**src/hdl/hpt_pkg.sv**
```systemverilog
// Shared types and constants for the homogeneous point transform.
package hpt_pkg;

   localparam int COMPONENTS = 4;
   localparam int COMP_W     = 16;
   localparam int FRAC_BITS  = 8;
   localparam int ROW_W      = COMPONENTS * COMP_W;
   localparam int CSR_IDX_W  = $clog2(COMPONENTS);
   localparam int PROD_W     = 2 * COMP_W;
   localparam int SUM_W      = PROD_W + $clog2(COMPONENTS);

   // Q8.8 unity coefficient, used for the identity matrix at reset
   localparam logic [COMP_W-1:0] COEF_ONE = COMP_W'(1 << FRAC_BITS);

   // Saturation bounds, carried at sum width
   localparam logic signed [SUM_W-1:0] SAT_HI = SUM_W'((1 << (COMP_W - 1)) - 1);
   localparam logic signed [SUM_W-1:0] SAT_LO = ~SAT_HI;

   // One point or one matrix column, element 0 in the low bits
   typedef logic [COMPONENTS-1:0][COMP_W-1:0] vec_type;

   // Stage enables handed to every lane
   typedef struct packed {
      logic mul_en;
      logic sum_en;
   } lane_ctrl_type;

   // What one lane finds for its output component
   typedef struct packed {
      logic [COMP_W-1:0] value;
      logic              sat;
   } lane_out_type;

endpackage

```
**src/hdl/hpt_lane.sv**
```systemverilog
// One output component: four products, then sum, shift and saturate.
module hpt_lane
   import hpt_pkg::*;
(
   input  logic          clock,
   input  lane_ctrl_type ctrl,
   input  vec_type       point,
   input  vec_type       coefs,
   output lane_out_type  result
);

   logic signed [PROD_W-1:0] prod_ff [COMPONENTS];
   logic signed [PROD_W-1:0] prod_in [COMPONENTS];
   lane_out_type             result_ff;
   lane_out_type             result_in;

   always_comb begin
      for (int k = 0; k < COMPONENTS; k++) begin
         prod_in[k] = $signed(point[k]) * $signed(coefs[k]);
      end
   end

   always_ff @(posedge clock) begin
      if (ctrl.mul_en) begin
         prod_ff <= prod_in;
      end
   end

   // Exact sum, arithmetic shift (floor), clip to 16 bits
   always_comb begin
      logic signed [SUM_W-1:0] sum;
      logic signed [SUM_W-1:0] shifted;
      sum = '0;
      for (int k = 0; k < COMPONENTS; k++) begin
         sum = sum + SUM_W'(prod_ff[k]);
      end
      shifted = sum >>> FRAC_BITS;
      if (shifted > SAT_HI) begin
         result_in.value = SAT_HI[COMP_W-1:0];
         result_in.sat   = 1'b1;
      end else if (shifted < SAT_LO) begin
         result_in.value = SAT_LO[COMP_W-1:0];
         result_in.sat   = 1'b1;
      end else begin
         result_in.value = shifted[COMP_W-1:0];
         result_in.sat   = 1'b0;
      end
   end

   always_ff @(posedge clock) begin
      if (ctrl.sum_en) begin
         result_ff <= result_in;
      end
   end

   assign result = result_ff;

endmodule

```
**config.mk**
```make
export PLATFORM = sky130hd
export DESIGN_NAME = hpt_lane
export DESIGN_NICKNAME = d
export VERILOG_FILES = /design/src/hdl/hpt_pkg.sv /design/src/hdl/hpt_lane.sv
export SDC_FILE = /design/constraint.sdc
export NUM_CORES = 2
export LEC_CHECK = 0
export ABC_AREA = 1
export CORE_MARGIN = 2
export CORE_UTILIZATION = 35
export DETAILED_ROUTE_END_ITERATION = 10
export DONT_BUFFER_PORTS = 1
export GPL_ROUTABILITY_DRIVEN = 1
export PLACE_DENSITY_LB_ADDON = 0.05
export SYNTH_ARGS = -nofsm -noshare
export SYNTH_HDL_FRONTEND = slang
export SYNTH_SLANG_ARGS = --single-unit
```
**constraint.sdc**
```tcl
create_clock -name clock -period 12 [get_ports clock]
set_clock_uncertainty 0.2 [all_clocks]
set_input_delay 0 -clock clock [delete_from_list [all_inputs] [get_ports clock]]
set_output_delay 0 -clock clock [all_outputs]
set_load 0.01 [all_outputs]
```
==> impl_metrics.yaml <==
status:
  status: "finished, final reports clean"
flow_run:
  cap_viol_max_count: 0
worst_setup_path:
  crit_path_cell_trace: "nand2_1, inv_1, fa_1, fa_1, fa_1, fa_1, fa_1, inv_1, fa_1, inv_1, ha_1, nand2_1, nor4_1, nand2_1, o211ai_1, nand2_1, nand2_1, a21oi_1, xnor2_1"
  critPathCaptureType: "flip-flop"
  critPathSlowestCell: "fa_1"
  crit_path_max_incr_delay_ps: 1000
  critPathLaunchType: "input pin"
  worst_path_most_repeated_cell: "fa_1"
  crit_required_ps: 12000
  critical_path_class: "input pin to flip-flop"
  crit_arrival_ps: 5580
  path_max_fanout: 16
place:
  post_dp_cell_area_um2: 50300
  gp_congestion: 0.857
  dp_hpwl_um: 114000
  portBuffers: 0
logic_synthesis:
  yosysMostFrequentCell: "inv_1"
  synth-seq-cells: 145
  synth_compound_area_share_pct: 3.34
  synthSimpleGateAreaFrac_pct: 13.3
  synth_top_family_by_area: "adder cells"
  synth_top_area_share_pct: 45.6
  synth.cell_area_um2: 48800
  synth_flop_cell: "edfxtp_1"
  ys_types: 37
  syn_area_per_cell_um2: 8.28
  synth_edf_count: 145
  syn_nets: 7498
  async_flop_share_pct: 0
  yosysWarnings: 0
  synthXorXnorAreaFrac_pct: 3.03
  synth_cells: 5896
  synth_fa_ha_area_share_pct: 54.8
  yosysSeqAreaShare_pct: 8.92
  yosys-top-cells-count: "inv_1 (1923), nand2_1 (1368), fa_1 (1112), ha_1 (359), clkbuf_1 (228)"
  yosys-top-cells-area: "fa_1 (46%), inv_1 (15%), nand2_1 (11%), ha_1 (9.2%), edfxtp_1 (8.9%)"
  muxShareOfSynthArea_pct: 0
  synth_area_leader_cell: "fa_1"
clock_network:
  clk_root_buffer_cell: "clkbuf_16"
  cts_resized: 0
  cts_tree: "done"
  clockBufferDepth: 2
  cts.sinks: 145
  cts_htree_levels: 4
  clk_pin_slew_ps: 70
  clock_latency_ps: 460
  cts_made_buffers: 17
hold_path:
  hold_class: "input pin to flip-flop"
cells_and_area:
  areaGrowthSynthToFinish_pct: 4.98
  fin_nets: 7321
  final_util_pct: 36.9
  drive_above_1_share_pct: 1.15
  design_area_um2: 51300
  fill_cells: 14737
timing:
  tightest_slew_ps: 1050
  hold_viol_final: 0
  rsz0062_at_grt: "no"
  min_period_over_period_pct: 46.5
  max_freq_mhz: 179
  setup_tns_ps: 0
  period_minus_slack_ps: 5580
  setup_viol: 0
  slew_viol_final: 0
  max-slew-margin-rel_pct: 30.0
floorplanning:
  start_util_pct: 35.1
  dieArea_um2: 143000
  io_pins: 148
  die_y_um: 378
  core.rowCount: 137
  fp.coreArea_um2: 139000
  fp.dieW_um: 378
grt:
  overflow: 0
  grt_pass1_wl_um: 215000
  grt_usage_pct: 19.6
  grt_pass1_vias: 37758
  antenna_found_initial: 1
  grt_start_max_net_pins: 129
detailed_routing:
  first_iter_violations: 1505
  antenna_left: 0
  wire_per_inst_um: 17.4
  drc: 0
  dr.pass1.iters: 5
  vias: 34245
  vias_per_cell: 4.50
  wirelength_um: 133000
-- worst paths after layout --
path | startpoint | end | slack, ps | depth (start not counted)
worst max-delay path | point[47] | prod_ff[60] | 6420 | 19
worst min-delay path | coefs[1] | prod_ff[99] | 6 | 5
worst max register to register | prod_ff[53] | result[12] | 7410 | 19
worst min register to register | prod_ff[103] | result[1] | 950 | 5
-- flip-flops by register name, summed over array words and instances (netlist names) --
name / flops
prod_ff: 128
result: 17
-- per-layer routing --
layer	GRT usage, %	routed length, um
met1	27.2	61700
met2	34.1	66200
met3	1.64	3340
met4	2.29	1340
met5	0	0
-- worst max-delay path, delay by kind of cell --
kind / cells / cell delay, ps
adders and majority gates: 7 / 4010
and+or+nand+nor: 6 / 900
AOI/OAI and AO/OA: 2 / 340
buffers and inverters: 3 / 180
xor gates and xnor gates: 1 / 130
-- stage by stage --
step	cells	hold slack, ps	setup slack (ps)
2_1_floorplan	5896	-87.5	6200
3_3_place_gp	7538	-85.5	6030
3_5_place_dp	7538	-84.9	5950
4_1_cts	7607	0.408	6410
5_1_grt	7608	37.9	6100
6_report	7608	5.58	6420
-- layout by cell type, fill, tap and decap left out, drive strengths merged --
| cell type | instances |
|---|---|
| nand3b | 5 |
| edfxtp | 145 |
| nor4 | 8 |
| o21a | 4 |
| o21ai | 70 |
| buf | 1 |
| ha | 359 |
| clkinvlp | 3 |
| nand4 | 16 |
| or2 | 18 |
| o21bai | 14 |
| nand2 | 1376 |
| a221oi | 2 |
| xnor2 | 76 |
| a21boi | 3 |
| a21oi | 159 |
| clkinv | 2 |
| a31oi | 12 |
| clkbuf | 17 |
| dlygate4sd3 | 37 |
| bufinv | 1 |
| xor2 | 92 |
| nor3 | 20 |
| nor2 | 163 |
| fa | 1112 |
| o211ai | 3 |
| nand3 | 53 |
| a21o | 18 |
| inv | 1931 |
| a211oi | 5 |
| o31ai | 2 |
| diode | 1 |
| o211a | 2 |
| nor3b | 2 |
-- cells by family after synthesis --
kind of cell               count (synthesis)
and+or+nand+nor                         1661
xor gates and xnor gates                 168
adders and majority gates               1471
buffers and inverters                   2157
AOI/OAI and AO/OA                        294
DFF                                      145
-- cell type report --
cell class / instances / area, um^2 / share of cell area, %
clock inverters: 14 / 151 / 0.295
flip-flops and latches: 145 / 4350 / 8.49
well taps: 1876 / 2350 / 4.58
repair buffers: 38 / 398 / 0.776
inverters: 1923 / 7220 / 14.1
diodes: 1 / 2.50 / 0.00488
multi-input cells: 3594 / 36400 / 70.9
clock buffers: 17 / 425 / 0.830
-- repair_timing --
action | CTS | global route
buffers inserted | 0 | 0
setup endpoints to repair | 0 | 0
hold endpoints to repair | 161 | 0
hold buffers | 38 | 0
Power is not shown: default switching activity piles up to over one toggle a cycle in this logic, so the estimate is an artifact.
