**src/hdl/hpt_pkg.sv**
```systemverilog
// Shared types and constants for the homogeneous point transform.
package hpt_pkg;

   localparam int COMPONENTS = 4;
   localparam int COMP_W     = 16;
   localparam int FRAC_BITS  = 8;
   localparam int ROW_W      = COMPONENTS * COMP_W;
   localparam int CSR_IDX_W  = $clog2(COMPONENTS);
   localparam int PROD_W     = 2 * COMP_W;
   localparam int SUM_W      = PROD_W + $clog2(COMPONENTS);

   // Q8.8 unity coefficient, used for the identity matrix at reset
   localparam logic [COMP_W-1:0] COEF_ONE = COMP_W'(1 << FRAC_BITS);

   // Saturation bounds, carried at sum width
   localparam logic signed [SUM_W-1:0] SAT_HI = SUM_W'((1 << (COMP_W - 1)) - 1);
   localparam logic signed [SUM_W-1:0] SAT_LO = ~SAT_HI;

   // One point or one matrix column, element 0 in the low bits
   typedef logic [COMPONENTS-1:0][COMP_W-1:0] vec_type;

   // Stage enables handed to every lane
   typedef struct packed {
      logic mul_en;
      logic sum_en;
   } lane_ctrl_type;

   // What one lane finds for its output component
   typedef struct packed {
      logic [COMP_W-1:0] value;
      logic              sat;
   } lane_out_type;

endpackage

```
**src/hdl/hpt_merge.sv**
```systemverilog
// Output register: gathers the lane components and merges their clip flags.
module hpt_merge
   import hpt_pkg::*;
(
   input  logic         clock,
   input  logic         load,
   input  lane_out_type lanes [COMPONENTS],
   output vec_type      value,
   output logic         saturated
);

   vec_type value_ff;
   vec_type value_in;
   logic    sat_ff;
   logic    sat_in;

   always_comb begin
      sat_in = 1'b0;
      for (int i = 0; i < COMPONENTS; i++) begin
         value_in[i] = lanes[i].value;
         sat_in      = sat_in | lanes[i].sat;
      end
   end

   always_ff @(posedge clock) begin
      if (load) begin
         value_ff <= value_in;
         sat_ff   <= sat_in;
      end
   end

   assign value     = value_ff;
   assign saturated = sat_ff;

endmodule

```
**config.mk**
```make
export PLATFORM = sky130hd
export DESIGN_NAME = hpt_merge
export DESIGN_NICKNAME = d
export VERILOG_FILES = /design/src/hdl/hpt_pkg.sv /design/src/hdl/hpt_merge.sv
export SDC_FILE = /design/constraint.sdc
export NUM_CORES = 1
export LEC_CHECK = 0
export BUFFER_PORTS_ARGS = -buffer_cell sky130_fd_sc_hd__buf_2
export CAP_MARGIN = 20
export CORE_ASPECT_RATIO = 0.75
export CORE_UTILIZATION = 36
export CTS_CLUSTER_SIZE = 25
export DETAILED_ROUTE_END_ITERATION = 7
export PLACE_DENSITY = 0.74
export SYNTH_ARGS = -nofsm -noshare
export SYNTH_HDL_FRONTEND = slang
export SYNTH_SLANG_ARGS = --single-unit
```
**constraint.sdc**
```tcl
create_clock -name clock -period 0.92 [get_ports clock]
set_input_delay 0.184 -clock clock [delete_from_list [all_inputs] [get_ports clock]]
set_output_delay 0.184 -clock clock [all_outputs]
set_load 0.01 [all_outputs]
```
==> results of run 1 <==
## flip-flops by register name, summed over array words and instances, names as in the netlist
register,flops
saturated,1
value,64
## power by group
| group | internal, mW | switching [mW] | leakage (nW) | total (mW) |
|---|---|---|---|---|
| Sequential | 3.52 | 0.0565 | 0.636 | 3.57 |
| Clock | 1.24 | 1.06 | 0.0929 | 2.31 |
| Combinational | 0.293 | 0.307 | 0.587 | 0.600 |
## how the worst max path moves through the flow
| stage | startpoint | end | cells after the start |
|---|---|---|---|
| 6_report | value[46] | value[46] | 1 |
| 5_1_grt | value[10] | value[10] | 1 |
| 3_5_place_dp | lanes[0] | saturated | 2 |
| 4_1_cts | value[46] | value[46] | 1 |
| 3_3_place_gp | lanes[0] | saturated | 2 |
| 2_1_floorplan | lanes[0] | saturated | 1 |
## through the flow
step	power [mW]	instance area [um2]	TNS, ns
finish	6.48	3050	-6.63
global route	6.75	3050	-10.13
CTS	6.53	2960	-8.25
detailed placement	4.21	2760	-0.126
global placement	4.18	2760	-0.124
floorplan	3.77	1960	-0.0272
## area by class of cell
type	instances	share of cell area [%]
Timing Repair Buffer	145	26.4
Clock buffer	9	4.06
Clock inverter	7	2.34
Multi-Input combinational cell	1	0.246
Sequential cell	65	64.0
Tap cell	72	2.95
## routing by layer
metal | track usage, % | part of all wire [%] | vias up
met2 | 26.5 | 52 | 72
met5 | 0 | 0 | -
met4 | 4.92 | 0.52 | 0
met1 | 15.9 | 38 | 596
li1 | - | - | 581
met3 | 9.49 | 9.7 | 4
## cells in the mapped netlist, drive strengths merged
master and instances:
edfxtp 65, or4 1
## cell families (layout without fill, tap and decap cells)
logic type,count (synthesis),in the layout
DFF,65,65
buffers and inverters,0,161
and+or+nand+nor,1,1
## repair_timing
action	in CTS	in global routing
hold endpoints to repair	0	9
gates resized for setup	0	1
endpoints found under the setup margin	65	65
hold buffers	0	9
==> impl_metrics.ini, run 1 <==
[cells_and_area]
multiInputGateArea_um2 = 7.51
drive_gt1_share_pct = 66.5
final_cell_mix = buf_2 (133), edfxtp_1 (65), clkbuf_8 (9), dlygate4sd3_1 (9)
diodes = 0
syn2layout_area_growth_pct = 55.7
layout_commonest_cell = buf_2
final_cells = 299
regArea_mm2 = 0.00195
nets = 292
post-route-util_pct = 60.3
fill_cells = 415

[synthesis]
syn_inst = 66
yosysTopAreaCellShare_pct = 99.6
ys_seq_area_share_pct = 99.6
synthAdderAreaFrac_pct = 0
synthMuxAreaShare_pct = 0
syn_area_per_cell_um2 = 29.7
yosysTopAreaCell = edfxtp_1
syn_nets = 136
synth-simple-area-share_pct = 0.383
synth-xor-area-share_pct = 0
yosysWarnings = 0
synth-compound-area-share_pct = 0
synthTopCellsByArea = edfxtp_1 (100%), or4_1 (0.38%)
ys_types = 2
synth_top_family_by_area = simple AND/OR/NAND/NOR gates
ys_seq_elements = 65
synth_area_mm2 = 0.00196

[timing]
post-route-period-util_pct = 114
rsz0062_at_grt = true
hold_viol_final = 0
min_period_ns = 1.05
setup_viol = 65
fin_hold_ws_ns = 0.0243
fin_ws_ns = -0.133
report.final.slew_viol_count = 0
max_slew_margin_pct = 87.2
worst_pin_slew_ns = 0.192
timing.fmax_mhz = 949

[clock_tree]
cts_buffer_depth = 2
cts.clk_slew.worst_paths_ns = 0.07
htreeDepth = 3
post-cts-setup-buffers = 0
cts.sinks = 65
cts_buffers = 9
cts_tree = done
ctsRootBufferMaster = clkbuf_8

[pwr]
max-vdd-ir-drop_uv = 1080
p_leak_nw = 1.32
p_per_area_mw_per_mm2 = 2120

[critical_path]
cp-start-kind = flop
crit_fanout = 1
crit_path_max_incr_delay_ns = 0.38
crit_required_ns = 0.74
worstPathCellList = buf_2
endpoint_kind = output pin
cpMaxStageDelayCell = edfxtp_1
critPathKind = reg2out
crit_buf_inv = 1
path_delay_family = flip-flops
arrival_ns = 0.87

[die]
start_util_pct = 38.7
rows = 22
io_pins = 135
dieArea_mm2 = 0.00574
core_area_mm2 = 0.00506
fp.dieW_um = 87.2
fp.dieH_um = 65.9

[routing]
routed_wl_mm = 4.39
ant_nets = 0
dr.pass1.iters = 4
wl_per_cell_um = 14.7
via_per_inst = 4.19
drt_iter0_markers = 98
route.vias.total = 1253
drc_errors = 0

[grt]
grt_pass1_vias = 1226
grt_overflow_total = 0
grt_pass1_wl_mm = 6.02
grt_start_max_net_pins = 37
track_usage_pct = 15.5
antenna_found_initial = 0

[placement]
post-dp-hpwl_mm = 3.20
gp_congestion = 0.669
dpl_worst_slack_ns = -0.126
port_buffers = 134
dp_cells = 274

[min_path]
hp-start = lanes[44]
whs_endpoint = value[25]
hold_depth = 1
hp-class = in2reg

[run]
drv_cap = 0

[outcome]
violations = setup timing
status = finished with violations
Note: power is estimated with default switching activity, not from simulation.
==> inputs of run 2 (changes only) <==
--- a/config.mk
+++ b/config.mk
@@ -8,10 +8,11 @@
 export BUFFER_PORTS_ARGS = -buffer_cell sky130_fd_sc_hd__buf_2
 export CAP_MARGIN = 20
 export CORE_ASPECT_RATIO = 0.75
-export CORE_UTILIZATION = 36
+export CORE_UTILIZATION = 40
 export CTS_CLUSTER_SIZE = 25
 export DETAILED_ROUTE_END_ITERATION = 7
-export PLACE_DENSITY = 0.74
+export MAX_ROUTING_LAYER = met4
+export PLACE_DENSITY = 0.78
 export SYNTH_ARGS = -nofsm -noshare
 export SYNTH_HDL_FRONTEND = slang
 export SYNTH_SLANG_ARGS = --single-unit
==> constraint.sdc (replaced) <==
create_clock -name clock -period 1.2 [get_ports clock]
set_input_delay 0.24 -clock clock [delete_from_list [all_inputs] [get_ports clock]]
set_output_delay 0.24 -clock clock [all_outputs]
set_load 0.01 [all_outputs]
==> impl_metrics.ini, run 2 (synthesized netlist as in run 1, its figures left out) <==
[outcome]
status = completed

[cells_and_area]
layout_commonest_cell = buf_2
design_area_mm2 = 0.00290
final_cell_mix = buf_2 (134), edfxtp_1 (65), clkbuf_8 (9)
fill_cells = 356
drive_gt1_share_pct = 68.8
syn2layout_area_growth_pct = 48.1
diodes = 0
nets = 283
largest_reg_flops = 64
post-route-util_pct = 63.5

[timing]
timing.fmax_mhz = 906
setup_viol = 0
worst_pin_slew_ns = 0.192
max_slew_margin_pct = 87.2
post-route-period-util_pct = 92.0
report.final.slew_viol_count = 0
hold_viol_final = 0
rsz0062_at_grt = false
setup_tns_ns = 0
min_period_ns = 1.10

[grt]
grt_pass1_vias = 1210
antenna_found_initial = 0
grt_start_max_net_pins = 34
grt_overflow_total = 0
track_usage_pct = 16.6
grt_pass1_wl_mm = 5.78

[die]
io_pins = 135
rows = 21
start_util_pct = 42.9
fp.dieH_um = 62.6
dieArea_mm2 = 0.00519
core_area_mm2 = 0.00457
fp.dieW_um = 82.8

[clock_tree]
cts_tree = done
cts_resized = 0
cts_buffer_depth = 2
ctsRootBufferMaster = clkbuf_8
post-cts-setup-buffers = 0
cts.sinks = 65
holdBufCountCts = 0
htreeDepth = 3
cts.clk_slew.worst_paths_ns = 0.07
cts_buffers = 9

[critical_path]
crit_fanout = 1
crit_path_max_incr_delay_ns = 0.38
crit_required_ns = 0.96
critPathKind = reg2out
path_delay_family = flip-flops
cpMaxStageDelayCell = edfxtp_1
worstPathCellList = buf_2
arrival_ns = 0.86
endpoint_kind = output pin
crit_buf_inv = 1
cp-start-kind = flop

[routing]
dr.pass1.iters = 4
route.vias.total = 1200
maxUsedRoutingLayer = met4
routed_wl_mm = 3.86
wl_met2_mm = 1.96
ant_nets = 0
routed-wl-met3_um = 366
drc_errors = 0
via_per_inst = 4.36
drt_iter0_markers = 31
wl_per_cell_um = 14.0
met1_length_mm = 1.45

[min_path]
hp-class = in2reg
whs_endpoint = value[60]
hp-start = lanes[13]
hold_depth = 1

[pwr]
p_per_area_mw_per_mm2 = 1600
p_leak_nw = 1.26
max-vdd-ir-drop_uv = 1060

[placement]
post-dp-hpwl_mm = 2.91
dpl-instance-area_mm2 = 0.00274
port_buffers = 134
gp_congestion = 0.682

[run]
drv_cap = 0
run 2: power breakdown:
part	internal (mW)	switching, mW	leakage (nW)
Sequential	2.70	0.0386	0.636
Combinational	0.202	0.227	0.547
Clock	0.721	0.772	0.0799
Total	3.62	1.04	1.26
run 2: cell type report:
class	count	area [um2]	share of cell area, %
multi-input combinational	1	7.51	0.259
clock buffer	9	124	4.27
clock inverter	7	37.5	1.29
tap	57	71.3	2.46
sequential	65	1950	67.2
timing repair buffer	136	711	24.5
run 2: how the worst max path moves through the flow:
stage / from / to / slack (ns) / cells after the start
6_report: value[47] / value[47] / 0.1 / 1
5_1_grt: value[47] / value[47] / 0.05 / 1
4_1_cts: value[47] / value[47] / 0.06 / 1
3_5_place_dp: lanes[0] / saturated / 0.1 / 2
3_3_place_gp: lanes[0] / saturated / 0.1 / 2
2_1_floorplan: lanes[0] / saturated / 0.20 / 1
run 2: stage by stage:
| step | total power, mW | cells | hold WS, ns | setup slack [ns] |
|---|---|---|---|---|
| floorplan | 2.89 | 66 | 0.339 | 0.197 |
| global placement | 3.21 | 259 | 0.416 | 0.0975 |
| detailed placement | 3.22 | 259 | 0.418 | 0.0981 |
| CTS | 4.72 | 275 | 0.0574 | 0.0620 |
| global route | 4.85 | 275 | 0.0512 | 0.0451 |
| finish | 4.66 | 275 | 0.0805 | 0.0957 |
run 2: per-layer routing:
| layer | vias up | track usage [%] |
|---|---|---|
| li1 | 564 | - |
| met1 | 550 | 16.6 |
| met2 | 77 | 26.8 |
| met3 | 9 | 7.93 |
| met4 | 0 | 9.05 |
| met5 | - | - |
